[config.mk]
export PLATFORM = sky130hd
export DESIGN_NAME = battery_pack_cell_statistics_top
export DESIGN_NICKNAME = d
export VERILOG_FILES = /design/src/bpcs_pkg.sv /design/src/bpcs_scale.sv /design/src/bpcs_stats.sv /design/src/battery_pack_cell_statistics_top.sv
export SDC_FILE = /design/constraint.sdc
export NUM_CORES = 1
export LEC_CHECK = 0
export BUFFER_PORTS_ARGS = -buffer_cell sky130_fd_sc_hd__buf_2
export CAP_MARGIN = 20
export CORE_MARGIN = 5
export CORE_UTILIZATION = 60
export CTS_CLUSTER_DIAMETER = 30
export DETAILED_ROUTE_END_ITERATION = 8
export PLACE_DENSITY = 0.78
export REMOVE_ABC_BUFFERS = 1
export SLEW_MARGIN = 20
export SYNTH_ARGS = -nofsm -noshare
export SYNTH_HDL_FRONTEND = slang
export SYNTH_SLANG_ARGS = --single-unit
export TNS_END_PERCENT = 1
[constraint.sdc]
create_clock -name i_clk -period 6 [get_ports i_clk]
set_input_delay 1.5 -clock i_clk [delete_from_list [all_inputs] [get_ports i_clk]]
set_output_delay 1.5 -clock i_clk [all_outputs]
set_load 0.05 [all_outputs]
[src/bpcs_pkg.sv]
// ----------------------------------------------------------------------------
// bpcs_pkg
// shared constants, widths and beat types of the cell statistics block
// ----------------------------------------------------------------------------
package bpcs_pkg;

    // pack configuration
    localparam int unsigned DEVICES     = 6;
    localparam int unsigned PACK_CELLS  = 36;
    localparam int unsigned SCALE_MUL   = 6250;
    localparam int unsigned SCALE_DIV   = 16383;

    // field widths
    localparam int unsigned RAW_W = 14;
    localparam int unsigned CRC_W = 16;
    localparam int unsigned MV_W  = 13;
    localparam int unsigned SUM_W = 20;
    localparam int unsigned AVG_W = 16;
    localparam int unsigned NUM_W = 7;
    localparam int unsigned DEV_W = 4;

    // saturation limits, the last device index and the first cell number
    localparam logic [MV_W-1:0]  MV_MAX   = '1;
    localparam logic [SUM_W-1:0] SUM_MAX  = '1;
    localparam logic [AVG_W-1:0] AVG_MAX  = '1;
    localparam logic [DEV_W-1:0] DEV_LAST = DEV_W'(DEVICES - 1);
    localparam logic [NUM_W-1:0] NUM_FIRST = NUM_W'(1);

    // scaling: code * SCALE_MUL, then exact floor division by reciprocal
    localparam longint unsigned PROD_MAX = ((64'd1 << RAW_W) - 64'd1) * 64'(SCALE_MUL);
    localparam int unsigned PROD_W = $clog2(PROD_MAX + 64'd1);
    localparam int unsigned SCL_SH = PROD_W + $clog2(SCALE_DIV);
    localparam logic [63:0] SCL_RECIP =
        ((64'd1 << SCL_SH) + 64'(SCALE_DIV) - 64'd1) / 64'(SCALE_DIV);
    localparam int unsigned SCL_RW = PROD_W + 1;
    localparam int unsigned RP_W   = PROD_W + SCL_RW;
    localparam logic [SCL_RW-1:0] SCL_K = SCL_RECIP[SCL_RW-1:0];

    // average: exact floor division of the pack sum by reciprocal
    localparam int unsigned AVG_SH = SUM_W + $clog2(PACK_CELLS);
    localparam logic [63:0] AVG_RECIP =
        ((64'd1 << AVG_SH) + 64'(PACK_CELLS) - 64'd1) / 64'(PACK_CELLS);
    localparam int unsigned AVG_RW = SUM_W + 1;
    localparam int unsigned AP_W   = SUM_W + AVG_RW;
    localparam logic [AVG_RW-1:0] AVG_K = AVG_RECIP[AVG_RW-1:0];

    // cell beat as captured at the input
    typedef struct packed {
        logic [RAW_W-1:0] raw;
        logic [CRC_W-1:0] crc;
        logic             dev_end;
        logic             pack_end;
    } t_cell_raw;

    // side fields that travel with a cell through the scaling stages
    typedef struct packed {
        logic [CRC_W-1:0] crc;
        logic             dev_end;
        logic             pack_end;
    } t_tag;

    // scaled cell beat
    typedef struct packed {
        logic [MV_W-1:0] mv;
        t_tag            tag;
    } t_cell_mv;

    // scan summary
    typedef struct packed {
        logic [SUM_W-1:0] sum;
        logic [MV_W-1:0]  low;
        logic [MV_W-1:0]  high;
        logic [NUM_W-1:0] low_num;
        logic [NUM_W-1:0] high_num;
        logic [CRC_W-1:0] crc_best;
        logic [DEV_W-1:0] crc_dev;
    } t_stats;

endpackage

[src/bpcs_scale.sv]
// ----------------------------------------------------------------------------
// bpcs_scale
// three-stage pipeline turning a raw cell code into saturated millivolts
// ----------------------------------------------------------------------------
module bpcs_scale (
    input  logic                i_clk,
    input  logic                i_rst_n,
    input  logic                i_valid,
    output logic                o_stall,
    input  bpcs_pkg::t_cell_raw i_cell,
    output logic                o_valid,
    input  logic                i_stall,
    output bpcs_pkg::t_cell_mv  o_cell
);
    import bpcs_pkg::*;

    logic                r_v2, r_v3, r_v4;
    logic                ld2, ld3, ld4;
    logic [PROD_W-1:0]   r_prod, n_prod;
    logic [RP_W-1:0]     r_rprod, n_rprod;
    t_tag                r_tag2, r_tag3;
    t_cell_mv            r_cell, n_cell;
    logic [PROD_W-1:0]   quot;

    // stage advance: a stage loads when empty or when it drains downstream
    assign ld4     = !r_v4 || !i_stall;
    assign ld3     = !r_v3 || ld4;
    assign ld2     = !r_v2 || ld3;
    assign o_stall = !ld2;

    // code times the scale multiplier
    assign n_prod = PROD_W'(i_cell.raw) * PROD_W'(SCALE_MUL);

    // product times the reciprocal of the divider
    assign n_rprod = RP_W'(r_prod) * RP_W'(SCL_K);

    // shift out the quotient and saturate to the millivolt range
    always_comb begin
        quot        = PROD_W'(r_rprod >> SCL_SH);
        n_cell.tag  = r_tag3;
        if (quot > PROD_W'(MV_MAX)) begin
            n_cell.mv = MV_MAX;
        end else begin
            n_cell.mv = quot[MV_W-1:0];
        end
    end

    // valid bits
    always_ff @(posedge i_clk) begin
        if (!i_rst_n) begin
            r_v2 <= 1'b0;
            r_v3 <= 1'b0;
            r_v4 <= 1'b0;
        end else begin
            if (ld2) r_v2 <= i_valid;
            if (ld3) r_v3 <= r_v2;
            if (ld4) r_v4 <= r_v3;
        end
    end

    // payload registers
    always_ff @(posedge i_clk) begin
        if (ld2) begin
            r_prod          <= n_prod;
            r_tag2.crc      <= i_cell.crc;
            r_tag2.dev_end  <= i_cell.dev_end;
            r_tag2.pack_end <= i_cell.pack_end;
        end
        if (ld3) begin
            r_rprod <= n_rprod;
            r_tag3  <= r_tag2;
        end
        if (ld4) begin
            r_cell <= n_cell;
        end
    end

    assign o_valid = r_v4;
    assign o_cell  = r_cell;

endmodule

[src/bpcs_stats.sv]
// ----------------------------------------------------------------------------
// bpcs_stats
// scan accumulators, pack summary snapshot, average and result register
// ----------------------------------------------------------------------------
module bpcs_stats (
    input  logic               i_clk,
    input  logic               i_rst_n,
    input  logic               i_valid,
    output logic               o_stall,
    input  bpcs_pkg::t_cell_mv i_cell,
    output logic               o_valid,
    input  logic               i_stall,
    output bpcs_pkg::t_stats   o_stats,
    output logic [bpcs_pkg::AVG_W-1:0] o_avg
);
    import bpcs_pkg::*;

    // accumulator state
    logic [SUM_W-1:0] r_sum;
    logic [MV_W-1:0]  r_low, r_high;
    logic [NUM_W-1:0] r_low_num, r_high_num, r_cell_cnt;
    logic [DEV_W-1:0] r_dev_cnt, r_crc_dev;
    logic [CRC_W-1:0] r_crc_best;
    logic             r_scan_start;

    // pipeline registers
    logic             r_v5, r_v6, r_v7;
    logic             ld5, ld6, ld7, take;
    t_stats           r_snap, r_stats6, r_stats7;
    logic [AP_W-1:0]  r_aprod, n_aprod;
    logic [AVG_W-1:0] r_avg, n_avg;
    logic [SUM_W-1:0] avg_q;

    // next accumulator values
    t_stats           n_st;
    logic [NUM_W-1:0] n_cell_cnt, base_cnt;
    logic [DEV_W-1:0] n_dev_cnt, base_dev;
    logic [SUM_W:0]   sum_ext;
    t_stats           base;

    assign ld7     = !r_v7 || !i_stall;
    assign ld6     = !r_v6 || ld7;
    assign ld5     = !r_v5 || ld6;
    assign o_stall = !ld5;
    assign take    = i_valid && ld5;

    // cell update: scan start reseeds, then sum, extremes, device close
    always_comb begin
        if (r_scan_start) begin
            base.sum      = '0;
            base.low      = i_cell.mv;
            base.high     = i_cell.mv;
            base.low_num  = NUM_FIRST;
            base.high_num = NUM_FIRST;
            base.crc_best = '0;
            base.crc_dev  = '0;
            base_cnt      = NUM_FIRST;
            base_dev      = '0;
        end else begin
            base.sum      = r_sum;
            base.low      = r_low;
            base.high     = r_high;
            base.low_num  = r_low_num;
            base.high_num = r_high_num;
            base.crc_best = r_crc_best;
            base.crc_dev  = r_crc_dev;
            base_cnt      = r_cell_cnt;
            base_dev      = r_dev_cnt;
        end

        n_st    = base;
        sum_ext = {1'b0, base.sum} + (SUM_W + 1)'(i_cell.mv);
        if (sum_ext[SUM_W]) begin
            n_st.sum = SUM_MAX;
        end else begin
            n_st.sum = sum_ext[SUM_W-1:0];
        end

        if (i_cell.mv < base.low) begin
            n_st.low     = i_cell.mv;
            n_st.low_num = base_cnt;
        end
        if (i_cell.mv > base.high) begin
            n_st.high     = i_cell.mv;
            n_st.high_num = base_cnt;
        end

        n_cell_cnt = base_cnt + NUM_W'(1);
        n_dev_cnt  = base_dev;
        if (i_cell.tag.dev_end || i_cell.tag.pack_end) begin
            if (i_cell.tag.crc > base.crc_best) begin
                n_st.crc_best = i_cell.tag.crc;
                n_st.crc_dev  = base_dev;
            end
            // numbering skips one after each device
            n_cell_cnt = base_cnt + NUM_W'(2);
            if (base_dev < DEV_LAST) begin
                n_dev_cnt = base_dev + DEV_W'(1);
            end
        end
    end

    // summary sum times reciprocal of the cell count
    assign n_aprod = AP_W'(r_snap.sum) * AP_W'(AVG_K);

    // average quotient with saturation
    always_comb begin
        avg_q = SUM_W'(r_aprod >> AVG_SH);
        if (avg_q > SUM_W'(AVG_MAX)) begin
            n_avg = AVG_MAX;
        end else begin
            n_avg = avg_q[AVG_W-1:0];
        end
    end

    // accumulator and control registers
    always_ff @(posedge i_clk) begin
        if (!i_rst_n) begin
            r_sum        <= '0;
            r_low        <= '0;
            r_high       <= '0;
            r_low_num    <= '0;
            r_high_num   <= '0;
            r_cell_cnt   <= NUM_FIRST;
            r_dev_cnt    <= '0;
            r_crc_best   <= '0;
            r_crc_dev    <= '0;
            r_scan_start <= 1'b1;
            r_v5         <= 1'b0;
            r_v6         <= 1'b0;
            r_v7         <= 1'b0;
        end else begin
            if (take) begin
                r_sum        <= n_st.sum;
                r_low        <= n_st.low;
                r_high       <= n_st.high;
                r_low_num    <= n_st.low_num;
                r_high_num   <= n_st.high_num;
                r_cell_cnt   <= n_cell_cnt;
                r_dev_cnt    <= n_dev_cnt;
                r_crc_best   <= n_st.crc_best;
                r_crc_dev    <= n_st.crc_dev;
                r_scan_start <= i_cell.tag.pack_end;
            end
            // only the pack end beat carries a result onward
            if (ld5) r_v5 <= i_valid && i_cell.tag.pack_end;
            if (ld6) r_v6 <= r_v5;
            if (ld7) r_v7 <= r_v6;
        end
    end

    // summary payload registers
    always_ff @(posedge i_clk) begin
        if (ld5) r_snap <= n_st;
        if (ld6) begin
            r_stats6 <= r_snap;
            r_aprod  <= n_aprod;
        end
        if (ld7) begin
            r_stats7 <= r_stats6;
            r_avg    <= n_avg;
        end
    end

    assign o_valid = r_v7;
    assign o_stats = r_stats7;
    assign o_avg   = r_avg;

endmodule

[src/battery_pack_cell_statistics_top.sv]
// ----------------------------------------------------------------------------
// battery_pack_cell_statistics_top
// pack scan statistics over scaled cell voltages and device crc counts
// ----------------------------------------------------------------------------
// usage:
//   input channel (i_valid / o_stall) takes one cell beat per cycle while
//   not stalled, device by device; i_last_in_device closes a device and
//   i_last_in_pack the scan; output channel (o_valid / i_stall) gives one
//   summary beat per pack scan, on the i_last_in_pack beat; others give none
//   the summary passes the input register, three scaling stages, summary
//   snapshot, average product and result register; one cell beat per cycle
//   while o_stall is low, set by the single accumulator update step; divides
//   are pipelined multiplies by constant reciprocals, at most one per stage
//   the beat after a pack end starts a new scan
//   reset (i_rst_n low, synchronous) empties the pipeline and arms scan start
//   while the receiver stalls, the summary beat holds in the result register;
//   input beats keep flowing until every stage in front of it is full, then
//   o_stall rises
// ----------------------------------------------------------------------------
module battery_pack_cell_statistics_top (
    input  logic                          i_clk,
    input  logic                          i_rst_n,
    input  logic                          i_valid,
    output logic                          o_stall,
    input  logic [bpcs_pkg::RAW_W-1:0]    i_raw_code,
    input  logic [bpcs_pkg::CRC_W-1:0]    i_device_crc_errors,
    input  logic                          i_last_in_device,
    input  logic                          i_last_in_pack,
    output logic                          o_valid,
    input  logic                          i_stall,
    output logic [bpcs_pkg::SUM_W-1:0]    o_pack_millivolts,
    output logic [bpcs_pkg::AVG_W-1:0]    o_average_millivolts,
    output logic [bpcs_pkg::MV_W-1:0]     o_lowest_millivolts,
    output logic [bpcs_pkg::MV_W-1:0]     o_highest_millivolts,
    output logic [bpcs_pkg::NUM_W-1:0]    o_lowest_number,
    output logic [bpcs_pkg::NUM_W-1:0]    o_highest_number,
    output logic [bpcs_pkg::CRC_W-1:0]    o_worst_crc_count,
    output logic [bpcs_pkg::DEV_W-1:0]    o_worst_crc_device
);
    import bpcs_pkg::*;

    logic      r_v1, ld1;
    t_cell_raw r_in;
    logic      scl_stall, mv_valid, st_stall;
    t_cell_mv  mv_cell;
    t_stats    stats;

    // input capture stage
    assign ld1     = !r_v1 || !scl_stall;
    assign o_stall = !ld1;

    always_ff @(posedge i_clk) begin
        if (!i_rst_n) begin
            r_v1 <= 1'b0;
        end else if (ld1) begin
            r_v1 <= i_valid;
        end
    end

    always_ff @(posedge i_clk) begin
        if (ld1) begin
            r_in.raw      <= i_raw_code;
            r_in.crc      <= i_device_crc_errors;
            r_in.dev_end  <= i_last_in_device;
            r_in.pack_end <= i_last_in_pack;
        end
    end

    // code to millivolts
    bpcs_scale u_scale (
        .i_clk   (i_clk),
        .i_rst_n (i_rst_n),
        .i_valid (r_v1),
        .o_stall (scl_stall),
        .i_cell  (r_in),
        .o_valid (mv_valid),
        .i_stall (st_stall),
        .o_cell  (mv_cell)
    );

    // accumulators and summary
    bpcs_stats u_stats (
        .i_clk   (i_clk),
        .i_rst_n (i_rst_n),
        .i_valid (mv_valid),
        .o_stall (st_stall),
        .i_cell  (mv_cell),
        .o_valid (o_valid),
        .i_stall (i_stall),
        .o_stats (stats),
        .o_avg   (o_average_millivolts)
    );

    assign o_pack_millivolts    = stats.sum;
    assign o_lowest_millivolts  = stats.low;
    assign o_highest_millivolts = stats.high;
    assign o_lowest_number      = stats.low_num;
    assign o_highest_number     = stats.high_num;
    assign o_worst_crc_count    = stats.crc_best;
    assign o_worst_crc_device   = stats.crc_dev;

endmodule

== Word-level counts from Yosys, hierarchy flattened ==
Index checks and enable logic that the tools add are counted.
Cells by class
  mux-type cells: 14
  multiply operators: 3
  add/sub/neg operators: 4
  $lt $le $gt $ge: 6
  reduce and logical (&&, ||, !) cells: 19
Operators by type and width (count)
  $mux 80: 1
  $mux 20: 3
  $mul 26x28->54 const B: 1
  $mul 20x18->38 const B: 1
  $mux 7: 4
  $mul 14x12->26 const B: 1
  $mux 13: 2
  $add 20x13->21: 1
  $gt 15x16->1 const B: 1
  $gt 16x16->1: 1
  $mux 16: 1
  $gt 14x13->1 const B: 1
  $gt 13x13->1: 1
  $lt 13x13->1: 1
  $mux 4: 3
  $logic_not 1->1: 9
  $logic_or 1x1->1: 8
  $add 7x1->7 const B: 1
  $add 7x2->7 const B: 1
  $add 4x1->4 const B: 1
  $lt 4x3->1 const B: 1
  $logic_and 1x1->1: 2
Word-level totals
  logic and storage cells: 103
  register bits after elaboration: 573

== Depth between registers and ports, before layout ==
Gate-level depths: netlist of run 1.
  word-level depth: 9
  depth in mapped cells: 21
  depth with buffers taken out: 21

== By module ==
From an unflattened synthesis of run 1, not the netlist that was laid out.
Unflattened totals
  cell total of the unflattened synthesis: 2396
  area total of the unflattened synthesis: 29381.9 um2
Modules (own cells, without submodules)
  bpcs_stats: cells each 1730, area each 20390.8 um2, times used 1, seq. area each 10009.6 um2
  bpcs_scale: cells each 630, area each 7990.2 um2, times used 1, seq. area each 3273.1 um2
  battery_pack_cell_statistics_top: cells each 36, area each 1001.0 um2, times used 1, seq. area each 980.9 um2

== Worst setup path after synthesis of run 1 ==
No wires, ideal clock.
  path type: reg-to-reg
  start: register u_stats.r_snap[67] (netlist name)
  end: register u_stats.r_aprod[35], data pin
  cell stages (with the launch flop): 20
  period minus slack after synthesis: 5.527 ns
  library setup time: 0.195 ns
  required time: 5.805 ns
  arrival: 5.332 ns
  path slack: 0.473 ns
  cells stage by stage: edfxtp_1 > fa_1 > ha_1 > inv_1 > fa_1 > inv_1 > fa_1 > fa_1 > inv_1 > fa_1 > inv_1 > ha_1 > a2111oi_0 > o21ai_0 > a221oi_1 > a21oi_1 > a21boi_1 > a21boi_0 > or3_1 > o311ai_0
On the way
  cells in the longest elaborated chain, start to end: 1
RTL lines
  from (decl): RTL line bpcs_stats.sv:29  | t_stats r_snap, r_stats6, r_stats7;
  from (signal assigned): RTL line bpcs_stats.sv:154  | if (ld5) r_snap <= n_st;
  $mul 20x18->38: RTL line bpcs_stats.sv:104  | assign n_aprod = AP_W'(r_snap.sum) * AP_W'(AVG_K);
  via u_stats.n_aprod[35]: RTL line bpcs_stats.sv:30  | logic [AP_W-1:0] r_aprod, n_aprod;
  to (signal assigned): RTL line bpcs_stats.sv:157  | r_aprod <= n_aprod;
  to (decl): RTL line bpcs_stats.sv:30
The timed path passes the listed nets, and every way through them passes these cells.
A chain may end at the register's enable or synchronous reset.

== Worst setup path in the final report of run 1 ==
  start: register u_stats.r_snap[71] (netlist name)
  end: register u_stats.r_aprod[39], data pin
Same word-level chain as after synthesis.

==> results of run 1 <==
-- state kept, by name, summed over array words and instances, names as in the netlist, 14 cells and up --
signal / cells
u_stats.o_stats: 80
u_stats.r_snap: 80
u_stats.r_stats6: 80
r_in: 32
u_scale.o_cell: 31
u_scale.r_prod: 26
u_stats.r_sum: 20
u_scale.n_cell: 18
u_scale.r_tag2: 18
u_stats.r_crc_best: 16
u_stats.o_avg: 15
u_stats.r_aprod: 15
u_scale.r_rprod: 14
-- how the worst min path moves through the flow --
stage	start	end	slack, ns	depth (start not counted)
floorplan	u_scale.r_tag2[0]	u_scale.n_cell[0]	0.40	0
global placement	u_stats.r_stats6[21]	u_stats.o_stats[21]	0.40	0
detailed placement	u_scale.r_tag2[10]	u_scale.n_cell[10]	0.40	0
CTS	u_stats.r_aprod[32]	u_stats.o_avg[6]	0.39	0
global route	u_stats.r_aprod[35]	u_stats.o_avg[9]	0.40	0
finish	u_stats.r_aprod[32]	u_stats.o_avg[6]	0.38	0
-- cell usage after synthesis (all sizes together), types with 31 or more instances --
| library cell | n | share of area |
|---|---|---|
| edfxtp | 409 | 0.42 |
| ha | 386 | 0.16 |
| inv | 282 | 0.036 |
| nand2 | 174 | 0.022 |
| a21oi | 130 | 0.022 |
| fa | 130 | 0.089 |
| dfxtp | 99 | 0.068 |
| nor2 | 82 | 0.011 |
| o21ai | 80 | 0.014 |
| clkbuf | 59 | 0.0075 |
| nand3 | 52 | 0.0089 |
| nor3 | 44 | 0.0075 |
| xnor2 | 40 | 0.012 |
| mux2i | 38 | 0.013 |
| a21o | 31 | 0.0079 |
| nor2b | 31 | 0.0066 |
-- layout by cell type, fill, tap and decap left out, types with 10 or more instances in the layout --
master      Yosys  layout
nor2_1         81      81
dfxtp_1        99      98
nor3_1         44      44
xnor2_1        40      40
ha_1          386     382
fa_1          130     130
clkbuf_16       0      96
o311ai_0       15      14
clkinvlp_4      0      18
bufinv_16       0      10
and2_1         19      18
inv_6           0      13
and3_1         17      17
o211ai_1       19      19
o32ai_1        17      17
a211oi_1       11      11
a21o_1         31      31
a311oi_1       11      11
buf_2           9     131
clkbuf_1       59      12
nand2_1       174     171
o21ai_0        78      76
a21boi_0       14      13
inv_1         281     278
mux2i_1        38      38
or2_2          19      19
o21a_1         17      17
a21oi_1       130     128
buf_4           1      53
nand3_1        52      52
a31oi_1        27      25
nor2b_1        31      31
xor2_1         23      23
edfxtp_1      409     409
o21bai_1       11      11
nand4_1        22      22
-- routing by layer --
| layer | up-vias | track usage | part of all wire |
|---|---|---|---|
| met2 | 734 | 0.393 | 0.49 |
| met3 | 151 | 0.0404 | 0.059 |
| met1 | 9401 | 0.313 | 0.42 |
| met5 | - | 0 | 0 |
| met4 | 0 | 0.0734 | 0.029 |
| li1 | 9210 | - | - |
-- stage by stage --
stage	util	worst slack (ns)	cells	hold WS, ns	cell area, um^2
floorplan	-	-0.437	2351	0.400	29000
global placement	0.633	0.0872	3148	0.400	30800
detailed placement	0.633	-0.0472	3148	0.405	30800
CTS	0.702	0.0286	3328	0.388	34200
global route	0.706	-0.0926	3339	0.399	34300
finish	0.706	0.137	3339	0.380	34300
-- what timing repair did --
action / in CTS / in global routing
setup endpoints to repair: 3 / 10
pin swaps: 0 / 8
gates resized for setup: 2 / 16
setup buffers: 0 / 11
hold buffers: 0 / 0
-- cell type report --
class | instances | area [um^2] | share of cell area
Sequential cell | 508 | 14300 | 0.415
Tap cell | 622 | 778 | 0.0227
Inverter | 284 | 1070 | 0.0311
Clock buffer | 111 | 2490 | 0.0725
Clock inverter | 69 | 870 | 0.0253
Timing Repair Buffer | 186 | 1080 | 0.0316
Multi-Input combinational cell | 1559 | 13800 | 0.402
-- cells by family after synthesis --
family,synth area share
xor+xnor,0.0188
fa+ha+maj,0.253
simple gates,0.0821
compound gates,0.0975
buf+inv,0.0473
flops,0.486
mux,0.0145
other cells,0.000128
-- critical path, stage by stage, from the launching register on --
cell,delay [ns]
edfxtp_1,0.39
buf_4,0.16
fa_1,0.55
ha_4,0.31
inv_1,0.05
fa_1,0.54
inv_1,0.06
fa_1,0.53
inv_1,0.05
fa_1,0.50
fa_1,0.56
inv_1,0.07
ha_4,0.25
a21oi_1,0.13
o21ai_0,0.10
buf_4,0.15
a221oi_2,0.23
a21oi_2,0.10
a21boi_1,0.16
buf_4,0.17
a31oi_4,0.14
o311ai_0,0.45
==> results.txt, run 1 <==
- Run status: complete, no violations
- The tool flagged a number of max-cap violations equal to 0.
* Reg2Reg Launch Point: u_stats.r_snap[71]
- Remaining max-slew budget at the tightest pin: 0.222
- Of the cells placed in the final design, the portion with a size suffix greater than 1 is 0.149.
- Slew of the pin with the lowest slew margin: 1.17 ns
- WP data arrival: 6.27 ns
- The first detailed-routing pass took 6 iterations.
* Total clock buffers created by CTS: between 90 and 100
* Clock tree from TritonCTS: yes
- Final critical-path required period: 5.86 ns
* Filler Cell Count: 3320
- Counting every instance in the synthesized netlist gives ~2400.
- Clock-pin slew was measured on the worst setup and hold paths at 0.05 ns.
* Endpoint required time on the critical path: 6.41 ns
- Setup TNS after final layout: 0 ns
- Vias in the first global route: 19800
* Count of nets left with antenna violations after detail routing: 0
- Total global routing track utilization: 0.233
- Synthesis instantiated 77 different standard cells from the library.
* Port Buf Inserts: approximately 130
* Number of inserted diodes: 0
- Core Rows: 81
* Routed length per placed instance: 18.7 um
- Each instance of the synthesized netlist takes up on average about 12 um^2.
* Placeable core region: just under 50000 um^2
- Across all register-to-register paths, the minimum setup slack is 0.14 ns.
* Synth Flop Type: edfxtp_1
- Library cell used as clock root buffer: clkbuf_16
- Total wirelength of the detailed-routed design: 62300 um
* Number of antenna violations at the first check in global routing: 0
- DIE AREA: around 53000 um^2
- Of all nets on the critical path, the largest fanout is 5.
- Synth-to-layout area growth: 17.1%
- Area of the mapped netlist: 29300 um^2
- The H-tree generated during clock tree synthesis spans 3 levels.
- The worst setup path is captured at a flop.
- Vias: 19500
- In this run the horizontal extent of the chip is 231 um.
- Pin count of the biggest net entering global routing: 82
- Highest clock rate: around 170 MHz
- Min-delay worst type: reg2reg
- The synthesized design contains 508 register bits.
* Seq/Total Area, Yosys: 0.486
* Sort of element at the start of the critical path: flop
- Worst reg-to-reg path cell count: 21
* Starting DRT DRC Count: 1690
- The worst setup path is of the reg2reg kind.
- FF-to-FF End: u_stats.r_aprod[39]
* Count of final hold-check violations: 0
- After legalization and detailed placement, the total HPWL measured approximately 45000 um.
* Number of clock sinks seen by CTS: 508
- Critical path destination: u_stats.r_aprod[39]
- After detailed routing, the number of remaining DRC violations is 0.
- For this run, the number of Yosys warnings is 0.
* Max Buffers Root-to-Sink: 3
- For this run, asynchronously set or reset flops after synthesis account for 0.
- Worst-case clock skew: between 0.03 and 0.04 ns
* EDFF count, synth: 409
- After detailed routing, the number of vias per cell comes to 5.84.
* Final net count: 3187
* Global placement routability congestion: roughly 0.9
- Summed over all layers, the global routing overflow is 0.
* Crit. Startpoint: u_stats.r_snap[71]
* Die outline height: approximately 230 um
- The first global-routing pass estimated between 100000 and 150000 um of wire.
- Final clock period utilization by the worst path: 0.977
* Number of top-level pins: 134
* Number of max-slew violations in the final report: 0
* Final Setup Violations: 0
* Worst-Skew Late Latency: 0.65 ns
- The initial utilization of the core area, before any placement, comes to 0.603.
Power of run 1 is not shown: default switching activity piles up to over one toggle a cycle in this logic, so the estimate is an artifact.
==> inputs of run 2 (changes only) <==
--- a/config.mk
+++ b/config.mk
@@ -5,7 +5,7 @@
 export SDC_FILE = /design/constraint.sdc
 export NUM_CORES = 1
 export LEC_CHECK = 0
-export BUFFER_PORTS_ARGS = -buffer_cell sky130_fd_sc_hd__buf_2
+export BUFFER_PORTS_ARGS = -buffer_cell sky130_fd_sc_hd__buf_4
 export CAP_MARGIN = 20
 export CORE_MARGIN = 5
 export CORE_UTILIZATION = 60
==> run 2 against run 1 <==
- wire length is 1.7% higher
- clock skew is 0.011 ns higher
- critical path depth is 1 lower
- sequential share of layout area is 0.86 points lower
- via count is 0.40% higher
- largest cell class unchanged
- final cell count is 0.45% higher
- die area stayed put
==> results.txt, run 2 (synthesized netlist as in run 1, its figures left out) <==
- Summing all placed instances gives a cell area of 31100 um^2.
- Detailed-routing wirelength on met1: 26300 um
- Starting DRT DRC Count: roughly 1600
- After global routing the overflow that remains totals 0.
- Detailed-routed wire length on met2: 31500 um
* Routed length per placed instance: 18.9 um
- The run finished with clean final reports.
- Global placement routability congestion: between 0.9 and 1
- Total met3 wirelength after detailed routing: just over 4000 um
- No sink is reached through more buffers than the 3 on the longest clock path.
- Total clock buffers created by CTS: 100
* DIE AREA: 53400 um^2
- Slew of the pin with the lowest slew margin: 1.14 ns
- Leading cell types in the layout, fill and taps excluded: 409 x edfxtp_1, 378 x ha_1, 279 x inv_1, 189 x buf_4, 170 x nand2_1
- The routed design has 63400 um of wire.
- Starting utilization of the core area: 0.603
* Maximum capacitance violations: 0
- The tree is rooted in a clkbuf_16.
- Setup slack closes at 0.150 ns.
- Core Rows: 81
- Total global routing track utilization: 0.237
- Of the available clock period, the critical path in the final layout requires 0.975.
- Most frequent CP cell: fa_1
* Standard cell with the maximum stage delay on the critical path: fa_1
- Top layer reached by signal wires: met4
* Final net count: 3198
- Vias in the first global route: 20200
* Min-delay worst type: reg2reg
* Die outline height: ~230 um
- Setup repair after global routing missed its margin: true
- The initial antenna violation count came to 1.
* Horizontal extent of the die: ~230 um
* Critical path, cell by cell: fa_1 > ha_4 > inv_1 > fa_1 > inv_1 > fa_1 > fa_1 > inv_1 > fa_1 > inv_1 > ha_4 > nand3_1 > nor3_2 > a211oi_2 > a21oi_2 > a21boi_1 > buf_4 > a31oi_4 > a31oi_4 > xnor2_1
- Timing analysis after detailed placement gives a worst setup slack of -0.213 ns.
* Final standard cell area without fillers: approximately 35000 um^2
- Drt via density: between 5 and 6
* Final critical-path required period: 5.85 ns
- Placeable core region: between 40000 and 50000 um^2
- Most common library cell in the layout ignoring fill and taps: edfxtp_1
- Synth-to-layout area growth: 19.6%
* Clk pin slew, worst setup/hold paths: 0.05 ns
- Instance count after placement with tap cells included: 3146
- Count of nets left with antenna violations after detail routing: 0
- First-pass iteration count of the detailed router: 6
- Clock tree from TritonCTS: yes
- Clock tree synthesis found a total of about 500 sinks.
* Worst hold slack across all endpoints: 0.401 ns
* Critical path buffer and inverter count: 5
* Share of cells above drive strength 1: 0.159
* Sort of element at the start of the critical path: flop
- The clock arrives with 0.0481 ns of skew.
- Post-DP HPWL: approximately 45000 um
- Number of inserted diodes: 0
- Max FO, Critical Path: 5
- Max H-tree Level: 3
- Broken down by cell family, the worst path's largest delay share belongs to adder cells.
- For this run, the slowest stage of the critical path takes 0.57 ns.
- At the worst endpoint, the required time is 6.37 ns.
* Endpoint class of the critical path: flop
* Number of max-slew violations in the final report: 0
- Based on the critical path, the design can be clocked at up to approximately 170 MHz.
* Count of final hold-check violations: 0
- Port Buf Inserts: 132
- The first global-routing pass estimated slightly above 100000 um of wire.
- The clock reaches the later pin of the worst-skew pair after 0.65 ns.
- By startpoint and endpoint, the worst setup path is classified as reg2reg.
- Pin count of the biggest net entering global routing: between 90 and 100
- Pin placement for this block handled 134 I/O pins.
* Final Setup Violations: 0
* Remaining max-slew budget at the tightest pin: 0.243
* Vias: 19600
* Number of cells in the finished layout apart from fillers: about 3400
- After detailed routing, the number of remaining DRC violations is 0.
* WP data arrival: 6.21 ns
run 2: area by class of cell:
type,count,area [um^2]
inverter,284,1070
sequential,508,14300
timing repair buffer,193,1470
multi-input combinational,1559,13900
fill,3197,13600
clock inverter,80,1020
clock buffer,108,2540
tap,622,778
run 2: routing by layer:
| metal | up-vias | track usage |
|---|---|---|
| met4 | 0 | 0.0775 |
| li1 | 9227 | - |
| met2 | 755 | 0.403 |
| met1 | 9459 | 0.310 |
| met5 | - | 0 |
| met3 | 133 | 0.0431 |
run 2: timing repair:
action                                  4_1_cts  5_1_grt
hold buffers                                  0        0
endpoints found under the setup margin        7       11
pin swaps                                     0       18
setup buffers                                 0       20
gates resized for setup                       7       34
run 2: path summary, 6_finish.rpt:
check                                   startpoint                  end  slack [ns]  cells past startpoint
worst min register to register  u_scale.n_cell[11]   u_scale.o_cell[11]        0.40                      0
worst min-delay path            u_scale.n_cell[11]   u_scale.o_cell[11]        0.40                      0
worst max register to register  u_stats.r_snap[69]  u_stats.r_aprod[38]        0.15                     20
worst max-delay path            u_stats.r_snap[69]  u_stats.r_aprod[38]        0.15                     20
run 2: metrics by stage:
stage | setup TNS [ns] | util
4_1_cts | 0 | 0.714
6_report | 0 | 0.721
5_1_grt | -0.186 | 0.721
3_5_place_dp | -0.782 | 0.640
2_1_floorplan | -10.66 | -
3_3_place_gp | 0 | 0.640
Power of run 2 is left out for the same reason.
